--- src/sv/apt_pkg.sv ---
`timescale 1ns / 1ps
`default_nettype none
// ----------------------------------------------------------------------------
// apt_pkg
// Shared types and constants for the affine point transform core.
// ----------------------------------------------------------------------------
package apt_pkg;

  localparam int COORD_W       = 32;
  localparam int PROD_W        = 2 * COORD_W;
  localparam int NUM_AXES      = 3;
  localparam int MAT_COLS      = 4;
  localparam int MAT_DEPTH     = NUM_AXES * MAT_COLS;
  localparam int IDX_W         = 4;
  localparam int FRAC_BITS_DEF = 16;

  typedef logic signed [COORD_W-1:0] coord_t;
  typedef logic signed [PROD_W-1:0]  prod_t;
  typedef logic [IDX_W-1:0]          entry_idx_t;

  // request kinds
  localparam logic KIND_WRITE = 1'b0;
  localparam logic KIND_POINT = 1'b1;

  localparam coord_t COORD_MAX = 32'sh7FFF_FFFF;
  localparam coord_t COORD_MIN = -32'sh7FFF_FFFF - 32'sd1;

endpackage : apt_pkg
`default_nettype wire

--- src/sv/apt_sum.sv ---
`timescale 1ns / 1ps
`default_nettype none
// ----------------------------------------------------------------------------
// apt_sum
// Stages 2 and 3: floor shift of the products and a two-level adder tree.
// ----------------------------------------------------------------------------
module apt_sum #(
  parameter int FRAC_BITS = apt_pkg::FRAC_BITS_DEF,
  parameter int SUM_W     = apt_pkg::PROD_W - FRAC_BITS + 2
) (
  input  wire logic            clk,
  input  wire logic            rst,
  input  wire logic            in_valid,
  output logic                 in_ready,
  input  wire apt_pkg::prod_t  prod [apt_pkg::NUM_AXES][apt_pkg::NUM_AXES],
  input  wire apt_pkg::coord_t trans [apt_pkg::NUM_AXES],
  output logic                 out_valid,
  input  wire logic            out_ready,
  output logic signed [SUM_W-1:0] sum [apt_pkg::NUM_AXES]
);
  import apt_pkg::*;

  localparam int PART_W = SUM_W - 1;
  localparam int SH_W   = SUM_W - 2;

  logic                     mid_valid;
  logic                     mid_ready;
  logic signed [PART_W-1:0] part_a [NUM_AXES];
  logic signed [PART_W-1:0] part_b [NUM_AXES];
  logic signed [SH_W-1:0]   sh     [NUM_AXES][NUM_AXES];

  // arithmetic shift rounds toward minus infinity
  always_comb begin
    for (int r = 0; r < NUM_AXES; r++) begin
      for (int c = 0; c < NUM_AXES; c++) begin
        sh[r][c] = SH_W'(prod[r][c] >>> FRAC_BITS);
      end
    end
  end

  assign in_ready  = !mid_valid || mid_ready;
  assign mid_ready = !out_valid || out_ready;

  always_ff @(posedge clk) begin
    if (rst) begin
      mid_valid <= 1'b0;
      out_valid <= 1'b0;
    end else begin
      if (in_ready) begin
        mid_valid <= in_valid;
      end
      if (mid_ready) begin
        out_valid <= mid_valid;
      end
    end
  end

  always_ff @(posedge clk) begin
    if (in_valid && in_ready) begin
      for (int r = 0; r < NUM_AXES; r++) begin
        part_a[r] <= PART_W'(sh[r][0]) + PART_W'(sh[r][1]);
        part_b[r] <= PART_W'(sh[r][2]) + PART_W'(trans[r]);
      end
    end
    if (mid_valid && mid_ready) begin
      for (int r = 0; r < NUM_AXES; r++) begin
        sum[r] <= SUM_W'(part_a[r]) + SUM_W'(part_b[r]);
      end
    end
  end

endmodule : apt_sum
`default_nettype wire

--- config.mk ---
export PLATFORM = sky130hd
export DESIGN_NAME = apt_sum
export DESIGN_NICKNAME = d
export VERILOG_FILES = /design/src/sv/apt_pkg.sv /design/src/sv/apt_sum.sv
export SDC_FILE = /design/constraint.sdc
export NUM_CORES = 1
export LEC_CHECK = 0
export BUFFER_PORTS_ARGS = -buffer_cell sky130_fd_sc_hd__buf_2
export CORE_MARGIN = 1
export CORE_UTILIZATION = 37
export DETAILED_ROUTE_END_ITERATION = 8
export SETUP_SLACK_MARGIN = 0.4
export SYNTH_ARGS = -nofsm -noshare
export SYNTH_HDL_FRONTEND = slang
export SYNTH_SLANG_ARGS = --single-unit
export TNS_END_PERCENT = 20
--- constraint.sdc ---
create_clock -name clk -period 8.6 [get_ports clk]
set_clock_uncertainty 0.15 [all_clocks]
set_input_delay 1.72 -clock clk [delete_from_list [all_inputs] [get_ports clk]]
set_output_delay 1.72 -clock clk [all_outputs]
set_load 0.02 [all_outputs]
* Word-level counts from Yosys, hierarchy flattened *
Memories as Yosys holds them, arrays and structs flattened.
Index checks and enable logic that the tools add are counted.

storage, ports and cells
  memories = 2
  output and inout port bits = 152
  register bits = 152
  RAM bits = 294

operators by class
  reductions and logical operators = 6
  add/subtract/negate cells = 9
  multiplexer cells = 2

memory list
  name    depth  bits a word  read ports  clocked after memory_dff  write ports  RTL line       RTL
  part_a  3      49           3           0                         3            apt_sum.sv:28  logic signed [PART_W-1:0] part_a [NUM_AXES];
  part_b  3      49           3           0                         3            apt_sum.sv:29  logic signed [PART_W-1:0] part_b [NUM_AXES];

operators by type and width
  kind                                       number
  49-bit by 49-bit adder with 50-bit output  3
  48-bit by 32-bit adder with 49-bit output  3
  48-bit by 48-bit adder with 49-bit output  3
  1-bit logical AND                          2
  1-bit zero test                            2
  1-bit logical OR                           2
  1-bit 2-to-1 mux                           2

* Longest topological paths before layout *
  depth after elaboration = 6
  depth in mapped cells = 13

* Worst setup path after synthesis *
No wires, ideal clock.

  path type = input-to-reg
  start point = input out_ready
  end point = memory part_a[0][0] (netlist bit) (enable)
  setup time = 0.693 ns
  path buffers = 0
  stages = 3
  slack = -0.928 ns
  data required time = 7.757 ns
  data arrival time = 8.685 ns
  path through = nor2b_1 nand2_1 and2_1

RTL lines
  what         RTL line       RTL
  from (decl)  apt_sum.sv:18  input wire logic out_ready,
  to (decl)    apt_sum.sv:28

==> impl_metrics.csv <==
group,metric,value,unit
status,status,"finished, final reports clean",
power_and_ir_drop,peakVddDrop,0.205,mV
synth,synth_nets,5021,
grt,overflow,0,
grt,antenna_found_initial,53,
layout,fillerInstances,9702,
critical_path,r2r_start,"part_b[0][98]",
clock_tree,max-clock-path-buffers,3,
routing,avgRoutedWirePerCell,21.7,um
routing,viasPerCell,5.59,
placed_design,gp_congestion,0.959,
hold_path,holdCritStartpoint,"mid_valid",
critical_path,worstPathCellList,"buf_2 -> ha_1 -> fa_1 -> a21o_1 -> a21oi_1 -> o211ai_1 -> a21o_1 -> a31oi_1 -> o221ai_1 -> o41ai_1 -> o21ba_2 -> o21ai_0 -> xor2_1",
placed_design,placed_cells,5735,
clock_tree,cts_tree,"done",
timing,relSlewSlack,0.263,
critical_path,crit_path_end_kind,"flop",
critical_path,ff2ff_setup_slack,4.02,ns
synth,synth_edf_count,444,
synth,synth_warnings,0,
critical_path,cp.arrival,5.95,ns
clock_tree,holdBufCountCts,0,
layout,final_layout_size_suffix_gt1_frac,0.176,
synth,async_flop_share,0,
clock_tree,clk_pin_slew_worst_paths,0.06,ns
timing,hold_viol_final,0,
critical_path,critPathMaxFanout,4,
timing,fmax,175,MHz
layout,nets,5625,
placed_design,place_ws,2.20,ns
synth,synth_area,37100,um^2
grt,grt_pass1_vias,31854,
hold_path,hold_end,"out_valid",
timing,tightest_slew,1.10,ns
timing,period_share,0.666,
timing,period_needed,5.73,ns
floorplanning,start_util,0.375,
layout,syn_to_final_growth,17.3,%
placed_design,place_area,41700,um^2
synth,synthTopCellsByArea,"edfxtp_1 (36%), ha_1 (15%), a21o_1 (6.2%)",
routing,firstDrtPassIters,6,
routing,wl,127,mm
critical_path,path_common_cell,"a21o_1",
critical_path,worstReg2RegEnd,"sum[44]",
clock_tree,htree_levels,2,
synth,postSynthCellCount,3901,
synth,synthTopCellsByCount,"edfxtp_1 (444), a21oi_1 (441), ha_1 (435)",
synth,avgSynthCellArea,9.51,um^2
timing,finalWorstSetupSlack,2.87,ns
clock_tree,ctsResizeCount,0,
routing,drc_errors,0,
routing,antenna_left,0,
synth,yosysTopAreaCell,"edfxtp_1",
floorplanning,boundaryPins,828,
clock_tree,cts_made_buffers,55,
synth,synth.most_common_cell,"edfxtp_1",
timing,setup_viol,0,
critical_path,cp_slowest_cell,"o41ai_1",
flow_run,drv_cap,0,
layout,fin_cells,5856,
power_and_ir_drop,p_leak,19.3,nW
floorplanning,fp-row-count,115,
layout,design_area,43500,um^2
layout,final_util,0.440,
timing,rsz0062_at_grt,"no",
routing,drt_iter0_drc,2064,
synth,yosysSeqAreaShare,0.360,
clock_tree,cts_post_setup_buffers_inserted,0,
placed_design,dp_hpwl,106,mm
hold_path,whs_path_depth,2,
floorplanning,core_area,98900,um^2
floorplanning,dieArea,102000,um^2
power_and_ir_drop,powerDensity,209,nW/um^2
placed_design,io_buffers,683,
synth,synth_cell_type_count,77,
synth,synth_top_area_frac,0.359,
critical_path,crit_type,"in2reg",
clock_tree,clk_latency,0.65,ns
hold_path,hp-class,"reg2reg",
grt,track_usage,0.242,
floorplanning,die_h,319,um
timing,report.final.slew_viol_count,0,
critical_path,cpPeakStageDelay,0.95,ns
power_and_ir_drop,total_power,0.00910,W
synth,synth-main-ff-cell,"edfxtp_1",
clock_tree,clock_sinks,446,
critical_path,worstRegToRegCells,13,
grt,grt_pass1_wl,188,mm
grt,grt_max_degree,154,
clock_tree,cts-root-buf,"clkbuf_16",
critical_path,startpoint_type,"primary input",
synth,ys_ff_latch,446,
routing,vias,32764,
critical_path,cp.required,8.82,ns
floorplanning,die_w,319,um
metal layers:
layer  track usage  vias to the layer above  share of wire
li1              -                    15990              -
met1         0.303                    15434           0.42
met2         0.421                     1126           0.48
met3        0.0563                      178          0.077
met4        0.0524                       36          0.020
met5             0                        -         0.0018
layout by cell type, fill, tap and decap left out, types with 10 or more instances in the layout:
cell / netlist / final
nand3_1: 90 / 90
nor2b_1: 65 / 64
diode_2: 0 / 25
a21oi_1: 441 / 441
a41oi_1: 10 / 10
o21a_1: 40 / 40
or2_2: 13 / 13
a221oi_1: 18 / 18
a311oi_1: 11 / 11
nand2b_1: 52 / 52
edfxtp_1: 444 / 444
a211oi_1: 25 / 25
nor2_1: 233 / 233
o31a_1: 11 / 11
a21boi_0: 17 / 17
nand2_1: 257 / 257
o31ai_1: 22 / 22
or3_1: 10 / 10
and2_1: 24 / 23
nor3_1: 53 / 53
and3_1: 42 / 42
clkbuf_16: 0 / 55
o21ai_0: 222 / 222
buf_2: 1 / 683
ha_1: 435 / 435
a21o_1: 308 / 308
xor2_1: 154 / 154
o21bai_1: 83 / 83
o211ai_1: 19 / 19
nand4_1: 94 / 94
clkinv_1: 0 / 15
xnor2_1: 244 / 244
a31oi_1: 51 / 51
nor4_1: 14 / 14
inv_1: 108 / 108
worst max-delay path by stage:
| stage | cells after the start | startpoint | slack, ns | to |
|---|---|---|---|---|
| after floorplan | 2 | out_ready | -0.66 | sum[0] |
| after global placement | 13 | prod[80] | 2.23 | part_a[0][142] |
| after detailed placement | 13 | prod[80] | 2.20 | part_a[0][142] |
| after CTS | 13 | prod[80] | 2.87 | part_a[0][142] |
| after global routing | 13 | prod[80] | 2.73 | part_a[0][142] |
| final | 13 | prod[80] | 2.87 | part_a[0][142] |
worst max-delay path: cells and delay by family:
| family | cells | cell delay, ns |
|---|---|---|
| xor+xnor | 1 | 0.15 |
| compound gates | 9 | 3.33 |
| buf+inv | 1 | 0.10 |
| fa+ha+maj | 2 | 0.64 |
stage by stage:
stage / hold WS, ns / setup TNS [ns]
2_1_floorplan: 0.328 / -98.48
3_3_place_gp: 0.358 / 0
3_5_place_dp: 0.370 / 0
4_1_cts: 0.378 / 0
5_1_grt: 0.412 / 0
6_report: 0.381 / 0
state kept, by name (all words and copies together) (netlist names):
| signal | flops |
|---|---|
| sum | 150 |
| part_b | 147 |
| part_a | 147 |
| mid_valid | 1 |
| out_valid | 1 |
area by class of cell:
type,count,area (um^2),share of cell area
repair buffers,689,3490,0.0802
clock inverters,37,390,0.00897
flip-flops and latches,446,13400,0.307
well taps,1287,1610,0.0370
diodes,25,62.6,0.00144
clock buffers,59,1390,0.0320
multi-input cells,3205,22800,0.524
inverters,108,405,0.00932
power by group:
group | switching [W] | internal, W | total (W) | leakage [nW]
sequential | 0.000148 | 0.00294 | 0.00309 | 4.29
combinational | 0.00223 | 0.00145 | 0.00368 | 14.1
clock | 0.000964 | 0.00137 | 0.00234 | 0.866
total | 0.00334 | 0.00577 | 0.00910 | 19.3
cell families (layout without fill, tap and decap cells):
family	after synthesis	count (layout)	share of synthesized area
DFF	446	446	0.360
and+or+nand+nor	976	976	0.128
muxes	5	5	0.00135
AOI/OAI and AO/OA	1382	1382	0.239
xor gates and xnor gates	398	398	0.0940
adders and majority gates	444	444	0.152
other	0	25	0
buffers and inverters	250	893	0.0253
(Power assumes the default switching activity.)
