[src/sv/apt_pkg.sv]
`timescale 1ns / 1ps
`default_nettype none
// ----------------------------------------------------------------------------
// apt_pkg
// Shared types and constants for the affine point transform core.
// ----------------------------------------------------------------------------
package apt_pkg;

  localparam int COORD_W       = 32;
  localparam int PROD_W        = 2 * COORD_W;
  localparam int NUM_AXES      = 3;
  localparam int MAT_COLS      = 4;
  localparam int MAT_DEPTH     = NUM_AXES * MAT_COLS;
  localparam int IDX_W         = 4;
  localparam int FRAC_BITS_DEF = 16;

  typedef logic signed [COORD_W-1:0] coord_t;
  typedef logic signed [PROD_W-1:0]  prod_t;
  typedef logic [IDX_W-1:0]          entry_idx_t;

  // request kinds
  localparam logic KIND_WRITE = 1'b0;
  localparam logic KIND_POINT = 1'b1;

  localparam coord_t COORD_MAX = 32'sh7FFF_FFFF;
  localparam coord_t COORD_MIN = -32'sh7FFF_FFFF - 32'sd1;

endpackage : apt_pkg
`default_nettype wire

[src/sv/apt_channels.sv]
`timescale 1ns / 1ps
`default_nettype none


interface apt_rsp_if;
  logic            valid;
  logic            ready;
  apt_pkg::coord_t out_x;
  apt_pkg::coord_t out_y;
  apt_pkg::coord_t out_z;
  logic            saturated;

  modport source (output valid, out_x, out_y, out_z, saturated, input ready);
  modport sink   (input valid, out_x, out_y, out_z, saturated, output ready);
endinterface : apt_rsp_if
`default_nettype wire

[src/sv/apt_sat.sv]
`timescale 1ns / 1ps
`default_nettype none
// ----------------------------------------------------------------------------
// apt_sat
// Stage 4: clip each sum to 32 bits, flag clipping, drive the output register.
// ----------------------------------------------------------------------------
module apt_sat #(
  parameter int SUM_W = apt_pkg::PROD_W - apt_pkg::FRAC_BITS_DEF + 2
) (
  input  wire logic               clk,
  input  wire logic               rst,
  input  wire logic               in_valid,
  output logic                    in_ready,
  input  wire logic signed [SUM_W-1:0] sum [apt_pkg::NUM_AXES],
  apt_rsp_if.source               rsp
);
  import apt_pkg::*;

  localparam logic signed [SUM_W-1:0] SUM_MAX = SUM_W'(COORD_MAX);
  localparam logic signed [SUM_W-1:0] SUM_MIN = SUM_W'(COORD_MIN);

  coord_t                clip [NUM_AXES];
  logic [NUM_AXES-1:0]   hit;

  always_comb begin
    for (int r = 0; r < NUM_AXES; r++) begin
      if (sum[r] > SUM_MAX) begin
        clip[r] = COORD_MAX;
        hit[r]  = 1'b1;
      end else if (sum[r] < SUM_MIN) begin
        clip[r] = COORD_MIN;
        hit[r]  = 1'b1;
      end else begin
        clip[r] = COORD_W'(sum[r]);
        hit[r]  = 1'b0;
      end
    end
  end

  assign in_ready = !rsp.valid || rsp.ready;

  always_ff @(posedge clk) begin
    if (rst) begin
      rsp.valid <= 1'b0;
    end else if (in_ready) begin
      rsp.valid <= in_valid;
    end
  end

  always_ff @(posedge clk) begin
    if (in_valid && in_ready) begin
      rsp.out_x     <= clip[0];
      rsp.out_y     <= clip[1];
      rsp.out_z     <= clip[2];
      rsp.saturated <= |hit;
    end
  end

endmodule : apt_sat
`default_nettype wire

[src/flat_wrapper.sv]
// flat-port wrapper written by rule: the top's interface ports become plain ports
module apt_sat_flat import apt_pkg::*;
#(
  parameter int SUM_W = apt_pkg::PROD_W - apt_pkg::FRAC_BITS_DEF + 2
)
  (clk, rst, in_valid, in_ready, sum, rsp_valid, rsp_out_x, rsp_out_y, rsp_out_z, rsp_saturated, rsp_ready);
  apt_rsp_if rsp_i ();
  input  wire logic clk;
  input  wire logic rst;
  input  wire logic in_valid;
  output logic in_ready;
  input  wire logic signed [SUM_W-1:0] sum[apt_pkg::NUM_AXES];
  output wire logic [$bits(rsp_i.valid)-1:0] rsp_valid;
  output wire logic [$bits(rsp_i.out_x)-1:0] rsp_out_x;
  output wire logic [$bits(rsp_i.out_y)-1:0] rsp_out_y;
  output wire logic [$bits(rsp_i.out_z)-1:0] rsp_out_z;
  output wire logic [$bits(rsp_i.saturated)-1:0] rsp_saturated;
  input wire logic [$bits(rsp_i.ready)-1:0] rsp_ready;
  assign rsp_valid = rsp_i.valid;
  assign rsp_out_x = rsp_i.out_x;
  assign rsp_out_y = rsp_i.out_y;
  assign rsp_out_z = rsp_i.out_z;
  assign rsp_saturated = rsp_i.saturated;
  assign rsp_i.ready = rsp_ready;
  apt_sat #(.SUM_W(SUM_W)) u_core (.clk(clk), .rst(rst), .in_valid(in_valid), .in_ready(in_ready), .sum(sum), .rsp(rsp_i));
endmodule
[config.mk]
export PLATFORM = sky130hd
export DESIGN_NAME = apt_sat_flat
export DESIGN_NICKNAME = d
export VERILOG_FILES = /design/src/sv/apt_pkg.sv /design/src/sv/apt_channels.sv /design/src/sv/apt_sat.sv /design/src/flat_wrapper.sv
export SDC_FILE = /design/constraint.sdc
export NUM_CORES = 1
export LEC_CHECK = 0
export BUFFER_PORTS_ARGS = -buffer_cell sky130_fd_sc_hd__buf_2
export CORE_UTILIZATION = 43
export CTS_CLUSTER_SIZE = 14
export DETAILED_ROUTE_END_ITERATION = 12
export PLACE_DENSITY = 0.81
export RECOVER_POWER = 25
export SLEW_MARGIN = 20
export SYNTH_ARGS = -nofsm -noshare
export SYNTH_HDL_FRONTEND = slang
export SYNTH_SLANG_ARGS = --single-unit
export TNS_END_PERCENT = 20
[constraint.sdc]
create_clock -name clk -period 5.1 [get_ports clk]
set_clock_uncertainty 0.05 [all_clocks]
set_input_delay 1.02 -clock clk [delete_from_list [all_inputs] [get_ports clk]]
set_output_delay 1.02 -clock clk [all_outputs]
set_load 0.02 [all_outputs]
# Word-level counts from Yosys, hierarchy flattened
# Cells that the tools add are included.
# W data, S select, Z words.
[classes] magnitude_cmp=6 muxes=9 reduce_logical=4
[ops] operator="$gt A50 B32 Y1 const B" n=3
[ops] operator="$lt A50 B32 Y1 const B" n=3
[ops] operator="$mux W32" n=3
[ops] operator="$mux W1" n=6
[ops] operator="$reduce_or A3 Y1" n=1
[ops] operator="$logic_and A1 B1 Y1" n=1
[ops] operator="$logic_not A1 Y1" n=1
[ops] operator="$logic_or A1 B1 Y1" n=1
[word_totals] register_bits=98 inputBits=154

# Depth between registers and ports, before layout
# Gate-level depths: netlist of the first run.
[depth] depth_word=4 depth_mapped=6 mapped_depth_nobuf=5

# Least setup slack after synthesis of the first run
# Ideal clock, no wire load.
[synth_path] path_type="input-to-reg" start="input rsp_ready" end="register u_core.rsp.out_x[0] (enable)" setup_ns=0.466 arrival_time_ns=3.567 required_ns=4.584 slack_ns=1.017 stages=2 path_buffers=0 cell_sequence="nand2b_1 > and2_1"
[synth_via] elab_chain_len=2
[synth_rtl] element="start, declared" line_no="flat_wrapper.sv:18" source="input wire logic [$bits(rsp_i.ready)-1:0] rsp_ready;"
[synth_rtl] element="$logic_or A1 B1 Y1" line_no="apt_sat.sv:40" source="assign in_ready = !rsp.valid || rsp.ready;"
[synth_rtl] element="$logic_and A1 B1 Y1" line_no="apt_sat.sv:51" source="if (in_valid && in_ready) begin"
[synth_rtl] element="end signal, assigned" line_no="apt_sat.sv:52" source="rsp.out_x <= clip[0];"
[synth_rtl] element="end, declared" line_no="apt_channels.sv:13" source="modport source (output valid, out_x, out_y, out_z, saturated, input ready);"
# No other way between the ends.
# A chain may end at the register's enable or synchronous reset.

# Worst setup path in the final report of the first run
[layout_path] start="input sum[98] in the netlist's numbering" end="register u_core.rsp.saturated, data pin"
[layout_via] elab_chain_len=4
[layout_rtl] element="start, declared" line_no="flat_wrapper.sv:12" source="input wire logic signed [SUM_W-1:0] sum[apt_pkg::NUM_AXES];"
[layout_rtl] element="$lt A50 B32 Y1" line_no="apt_sat.sv:30" source="end else if (sum[r] < SUM_MIN) begin"
[layout_rtl] element="$mux W1" line_no="apt_sat.sv:30"
[layout_rtl] element="$mux W1 (*)" line_no="apt_sat.sv:27" source="if (sum[r] > SUM_MAX) begin"
[layout_rtl] element="$reduce_or A3 Y1 (*)" line_no="apt_sat.sv:55" source="rsp.saturated <= |hit;"
[layout_rtl] element="end signal, assigned" line_no="apt_sat.sv:55"
[layout_rtl] element="end, declared" line_no="apt_channels.sv:13"
# Mark *: on every way between the ends. The rest lies on a longest branch, timed or not.

==> impl_metrics.py, run 1 <==
metrics = {
    "status": {
        "status": "complete, no violations",
    },
    "routing": {
        "drt_wl_total_um": 10700,
        "wl_per_cell_um": 14.9,
        "route.vias.total": 3584,
        "dr.pass1.iters": 7,
        "drc": 0,
        "detail-route-antenna-nets": 0,
        "drt_first_iter_violations": 106,
        "viasPerCell": 4.99,
    },
    "sta": {
        "period_share_pct": 50.6,
        "setup_tns_ps": 0,
        "timing.final.max_slew_violations": 0,
        "setup_violations": 0,
        "relSlewSlack_pct": 34.8,
        "rsz0062_at_grt": "no",
        "fmax_mhz": 388,
        "layout_min_cycle_time_ps": 2580,
        "hold_viol_final": 0,
        "worstMarginPinSlew_ps": 977,
    },
    "pwr": {
        "p_total_uw": 1670,
        "p_leak_uw": 0.00240,
        "power_density_mw_per_mm2": 303,
        "ir_worst_vdd_mv": 0.171,
    },
    "place": {
        "place.port_buffers": 252,
        "gp_congestion": 0.851,
        "dp_cells": 702,
        "dp_hpwl_um": 7830,
        "placedInstanceArea_sq_mm": 0.00544,
    },
    "global_routing": {
        "grt_max_degree": 76,
        "antenna_found_initial": 0,
        "grt_overflow_total": 0,
        "grt_use_total_pct": 21.5,
        "grt_pass1_vias": 3370,
        "grt_pass1_wl_um": 15900,
    },
    "die": {
        "io_pins": 253,
        "die_x_um": 99.0,
        "start_util_pct": 44.0,
        "core_sq_mm": 0.00920,
        "die_area_sq_mm": 0.00980,
        "fp-row-count": 35,
        "dieHeight_um": 99.0,
    },
    "synth": {
        "synth-seq-cells": 98,
        "syn_avg_cell_area_sq_um": 11.5,
        "ys_warn_count": 0,
        "syn_nets": 507,
        "netlist_area_sq_mm": 0.00405,
        "synthCells": 353,
        "netlist-cell-type-count": 16,
        "ys_seq_area_share_pct": 72.5,
    },
    "cells_and_area": {
        "area_growth_pct": 36.7,
        "stdcell_area_sq_mm": 0.00553,
        "drive_above_1_share_pct": 34.6,
        "num_antenna_cells": 0,
        "final_nets": 756,
        "fin_util_pct": 60.1,
        "fin_cells": 718,
    },
    "setup_path": {
        "crit_type": "primary input to flop",
        "end_kind": "flop",
        "crit_buf_inv": 2,
        "cpMaxStageDelayCell": "or4_1",
        "crit_arrival_ps": 2630,
        "crit_path_start_kind": "primary input",
        "worst-path-max-fanout": 32,
        "critical_path.top_delay_family": "simple AND/OR/NAND/NOR gates",
        "slowest_delay_ps": 570,
        "worstPathCellList": "buf_2 -> or4_1 -> o41ai_4 -> buf_4 -> and4_1 -> nand3_1",
        "critPathRequiredTime_ps": 5150,
    },
    "clock_tree": {
        "clock-root-buffer": "clkbuf_8",
        "ctsHtreeMaxLevel": 3,
        "clockBufferDepth": 2,
        "cts_hold_buf": 0,
        "clk_latency_ps": 350,
        "cts_sinks": 98,
        "path_clk_slew_ps": 100,
        "cts_made_buffers": 9,
        "cts_resized": 0,
        "cts_tree": "done",
        "post_cts_buffers": 0,
    },
    "worst_hold_path": {
        "min_path_type": "flop to flop",
    },
    "run": {
        "drv_cap": 0,
    },
}
[through the flow]
step,worst slack [ps],hold slack [ps]
after floorplan,1020,679
after global placement,2170,446
after detailed placement,2140,490
after CTS,2540,503
after global routing,2420,542
final,2520,509
[logic make-up (layout without fill, tap and decap cells)]
family,count (synthesis),after routing,share of synthesized area (%)
AOI/OAI and AO/OA,7,7,1.70
and+or+nand+nor,223,223,22.9
DFF,98,98,72.5
buffers and inverters,25,279,2.88
[final cells by class]
type,count,area [sq um]
fill,816,3670
sequential,98,2930
timing repair buffer,259,1220
multi-input combinational,230,1040
tap,111,139
clock buffer,9,124
clock inverter,7,51.3
inverter,4,15.0
[report_power, final]
group          internal [uW]  switching [uW]  leakage [uW]
Sequential               945            12.0      0.000916
Clock                    181             278     0.0000864
Combinational           87.4             170       0.00140
Total                   1210             460       0.00240
[sequential cells by signal, indices dropped and copies added, names as in the netlist]
name and cells:
u_core.rsp.out_z 32, u_core.rsp.out_y 32, u_core.rsp.valid 1, u_core.rsp.out_x 32
u_core.rsp.saturated 1
[placed cells by master (no fill, tap or decap), drive strengths merged]
master,instances
a21oi,1
dfxtp,1
buf,187
or4,6
edfxtp,97
clkbuf,81
nor4,9
nand2,189
o41ai,3
and4,1
and2,1
clkinvlp,2
inv,7
o21ai,3
nand2b,1
clkinv,2
nand3,4
nand4,12
[path summary, 6_finish.rpt]
check / from / to / slack [ps] / cells past startpoint
worst max-delay path: sum[98] / u_core.rsp.saturated / 2520 / 6
worst min-delay path: u_core.rsp.valid / u_core.rsp.valid / 510 / 2
worst max register to register: u_core.rsp.valid / u_core.rsp.out_x[14] / 2990 / 3
worst min register to register: u_core.rsp.valid / u_core.rsp.valid / 510 / 2
[layer usage]
metal / global-route usage (%) / wire [um] / vias to the layer above / share of wire [%]
li1: - / - / 1713 / -
met1: 23.4 / 4030 / 1653 / 38
met2: 39.2 / 5540 / 193 / 52
met3: 5.25 / 802 / 25 / 7.5
met4: 10.1 / 291 / 0 / 2.7
met5: 0 / 0 / - / 0
[synth_stat cells]
library cell | instances | share of area (%)
and4_1 | 1 | 0.22
and2_1 | 1 | 0.15
o41ai_2 | 3 | 1.2
nand2b_1 | 1 | 0.15
o21ai_1 | 3 | 0.37
inv_1 | 4 | 0.37
nand3_1 | 4 | 0.49
nor4_1 | 9 | 1.4
buf_2 | 18 | 2.2
nand4_1 | 12 | 1.9
dfxtp_1 | 1 | 0.49
edfxtp_1 | 97 | 72
a21oi_1 | 1 | 0.12
or4_1 | 6 | 1.1
clkbuf_1 | 3 | 0.28
nand2_1 | 189 | 18
[worst register-to-register path, delay by kind of cell (launching register included)]
kind / cells / cell delay, ps
simple gates: 2 / 930
buf+inv: 1 / 490
flops: 1 / 320
Note: power is estimated with default switching activity, not from simulation.
==> run 2: changes to the inputs <==
--- a/config.mk
+++ b/config.mk
@@ -5,11 +5,12 @@
 export SDC_FILE = /design/constraint.sdc
 export NUM_CORES = 1
 export LEC_CHECK = 0
+export ABC_AREA = 1
 export BUFFER_PORTS_ARGS = -buffer_cell sky130_fd_sc_hd__buf_2
-export CORE_UTILIZATION = 43
+export CORE_UTILIZATION = 40
 export CTS_CLUSTER_SIZE = 14
 export DETAILED_ROUTE_END_ITERATION = 12
-export PLACE_DENSITY = 0.81
+export PLACE_DENSITY = 0.77
 export RECOVER_POWER = 25
 export SLEW_MARGIN = 20
 export SYNTH_ARGS = -nofsm -noshare
==> constraint.sdc (replaced) <==
create_clock -name clk -period 2.1 [get_ports clk]
set_clock_uncertainty 0.05 [all_clocks]
set_input_delay 0.42 -clock clk [delete_from_list [all_inputs] [get_ports clk]]
set_output_delay 0.42 -clock clk [all_outputs]
set_load 0.02 [all_outputs]
==> run 2 against run 1 <==
  * Register-to-register slack worse by 2400 ps
  * Cell count increased by 17%
  * Non-clock buffer count up 10
  * Critical endpoint is now u_core.rsp.out_y[14]
==> impl_metrics.py, run 2 <==
metrics = {
    "place": {
        "gp_congestion": 0.912,
        "place.port_buffers": 252,
        "dp_hpwl_um": 8970,
        "dp_cells": 824,
    },
    "run": {
        "drv_cap": 0,
    },
    "sta": {
        "layout_min_cycle_time_ps": 1720,
        "period_share_pct": 81.7,
        "rsz0062_at_grt": "no",
        "relSlewSlack_pct": 57.3,
        "hold_ws_ps": 172,
        "hold_viol_final": 0,
        "worstMarginPinSlew_ps": 639,
        "timing.final.max_slew_violations": 0,
        "setup_violations": 0,
        "fmax_mhz": 583,
        "setup_tns_ps": 0,
    },
    "global_routing": {
        "grt_use_total_pct": 20.0,
        "grt_max_degree": 32,
        "antenna_found_initial": 0,
        "grt_pass1_wl_um": 17500,
        "grt_overflow_total": 0,
        "grt_pass1_vias": 3832,
    },
    "setup_path": {
        "crit_type": "primary input to flop",
        "critPathRequiredTime_ps": 2130,
        "reg2reg_to": "u_core.rsp.out_y[9]",
        "worst-path-max-fanout": 31,
        "crit_path_start_kind": "primary input",
        "setup.reg_to_reg.worst_slack_ps": 590,
        "crit_arrival_ps": 1750,
        "r2r_cells": 2,
        "rr_startpoint": "u_core.rsp.valid",
        "end_kind": "flop",
    },
    "clock_tree": {
        "clk_latency_ps": 350,
        "ctsHtreeMaxLevel": 3,
        "cts_made_buffers": 9,
        "cts_resized": 0,
        "clockBufferDepth": 2,
        "cts_sinks": 98,
        "path_clk_slew_ps": 90,
        "cts_hold_buf": 0,
        "clock-root-buffer": "clkbuf_8",
        "post_cts_buffers": 0,
        "cts_tree": "done",
    },
    "synth": {
        "ys_top_cells_by_area": "edfxtp_1 (67%), nand2_1 (19%), nor2_1 (3.9%), buf_2 (1.4%), nand4_1 (1.3%)",
        "netlist-cell-type-count": 24,
        "syn_nets": 594,
        "netlist.area_leader.share_pct": 66.6,
        "ys_warn_count": 0,
        "syn_avg_cell_area_sq_um": 9.94,
        "synthCells": 440,
        "ys.flop_type": "edfxtp_1",
        "ys_seq_area_share_pct": 67.1,
        "async_flop_share_pct": 0,
        "synth_top_area_cell": "edfxtp_1",
        "yosysMostFrequentCell": "nand2_1",
        "netlist_area_sq_mm": 0.00437,
        "synth_edf_count": 97,
        "synthTopCellsByCount": "nand2_1 (225), edfxtp_1 (97), nor2_1 (45), buf_2 (12), inv_1 (12)",
        "synth-seq-cells": 98,
    },
    "pwr": {
        "p_seq_share_pct": 54.8,
        "power_switching_uw": 1120,
        "power.internal_uw": 3120,
        "p_leak_uw": 0.00275,
        "p_clk_share_pct": 28.6,
        "ir_worst_vdd_mv": 0.299,
        "p_comb_share_pct": 16.6,
        "power_density_mw_per_mm2": 702,
        "swShare_pct": 26.5,
    },
    "routing": {
        "route.vias.total": 3969,
        "drt_wl_total_um": 11200,
        "drc": 0,
        "viasPerCell": 4.73,
        "wl_per_cell_um": 13.3,
        "dr.pass1.iters": 5,
        "detail-route-antenna-nets": 0,
        "drt_first_iter_violations": 234,
    },
    "cells_and_area": {
        "fin_cells": 840,
        "final_cell_mix": "nand2_1 (225), buf_2 (225), edfxtp_1 (97), nor2_1 (45), clkbuf_1 (28)",
        "drive_above_1_share_pct": 38.1,
        "final_nets": 853,
        "num_antenna_cells": 0,
        "largestRegisters": "u_core.rsp.out_x x32, u_core.rsp.out_y x32, u_core.rsp.out_z x32",
        "seq_area_sq_mm": 0.00293,
        "area_growth_pct": 38.3,
        "fillers": 925,
        "multiInputGateArea_sq_mm": 0.00127,
    },
    "die": {
        "io_pins": 253,
        "start_util_pct": 41.8,
        "die_area_sq_mm": 0.0114,
        "fp-row-count": 37,
        "dieHeight_um": 107,
        "die_x_um": 107,
        "core_sq_mm": 0.0105,
    },
    "worst_hold_path": {
        "min_path_type": "primary input to flop",
        "min_to": "u_core.rsp.valid",
        "min_path_cells": 2,
        "min_from": "rst",
    },
    "status": {
        "status": "complete, no violations",
    },
}
-- run 2: cell types whose count changed after synthesis, sizes merged, moves of 2 or more --
cell | previous run | this run
and2 | 1 | 3
inv | 4 | 12
nand2 | 189 | 228
nand3 | 4 | 12
nand4 | 12 | 9
nor2 | 0 | 45
nor3 | 0 | 2
nor4 | 9 | 0
o41ai | 3 | 0
or2 | 0 | 3
or4 | 6 | 0
-- run 2: per-layer routing --
layer	track usage, %	vias up	wire length [um]
met3	5.03	27	847
met1	22.1	1806	4240
met4	9.88	0	337
met2	35.6	184	5740
li1	-	1952	-
met5	0	-	0
-- run 2: logic make-up after synthesis --
family	Yosys count	synth area share (%)
AO/OA/AOI/OAI	7	1.29
buffers and inverters	33	4.06
flip-flops	98	67.1
AND/OR/NAND/NOR	302	27.6
-- run 2: worst max-delay path by stage --
stage,endpoint,from,cells past startpoint
4_1_cts,u_core.rsp.out_y[9],u_core.rsp.valid,2
3_5_place_dp,u_core.rsp.saturated,sum[41],9
5_1_grt,u_core.rsp.out_y[1],sum[83],7
3_3_place_gp,u_core.rsp.saturated,sum[41],9
6_report,u_core.rsp.out_y[14],sum[83],7
2_1_floorplan,u_core.rsp.out_x[0],rsp_ready,2
-- run 2: metrics by stage --
stage / total power (uW) / cell area, sq um / utilization (%) / setup WS [ps]
after global routing: 4440 / 6050 / 57.8 / 277
after detailed placement: 3090 / 5910 / 56.5 / 226
after global placement: 3070 / 5910 / 56.5 / 262
after CTS: 4310 / 6110 / 58.4 / 593
after floorplan: 2740 / 4400 / - / -424
final: 4240 / 6050 / 57.8 / 385
-- run 2: area by class of cell --
class	instances	share of cell area, %
timing repair buffer	269	23.3
clock inverter	7	1.30
tap	136	2.81
sequential	98	48.5
inverter	12	0.952
clock buffer	9	2.05
multi-input combinational	309	21.1
-- run 2: power by group through the flow --
stage                     sequential, uW  combinational (uW)  clock [uW]
after floorplan                     2520                 214           0
after global placement              2370                 706           0
after detailed placement            2370                 726           0
after CTS                           2320                 727        1260
after global routing                2330                 776        1330
final                               2320                 705        1210
-- run 2: critical path, cell delays in order --
cell and delay (ps):
clkbuf_1 90, or2_0 220, nor2_1 110, nand3_1 100
o21ai_0 170, clkbuf_2 510, nand2_1 120
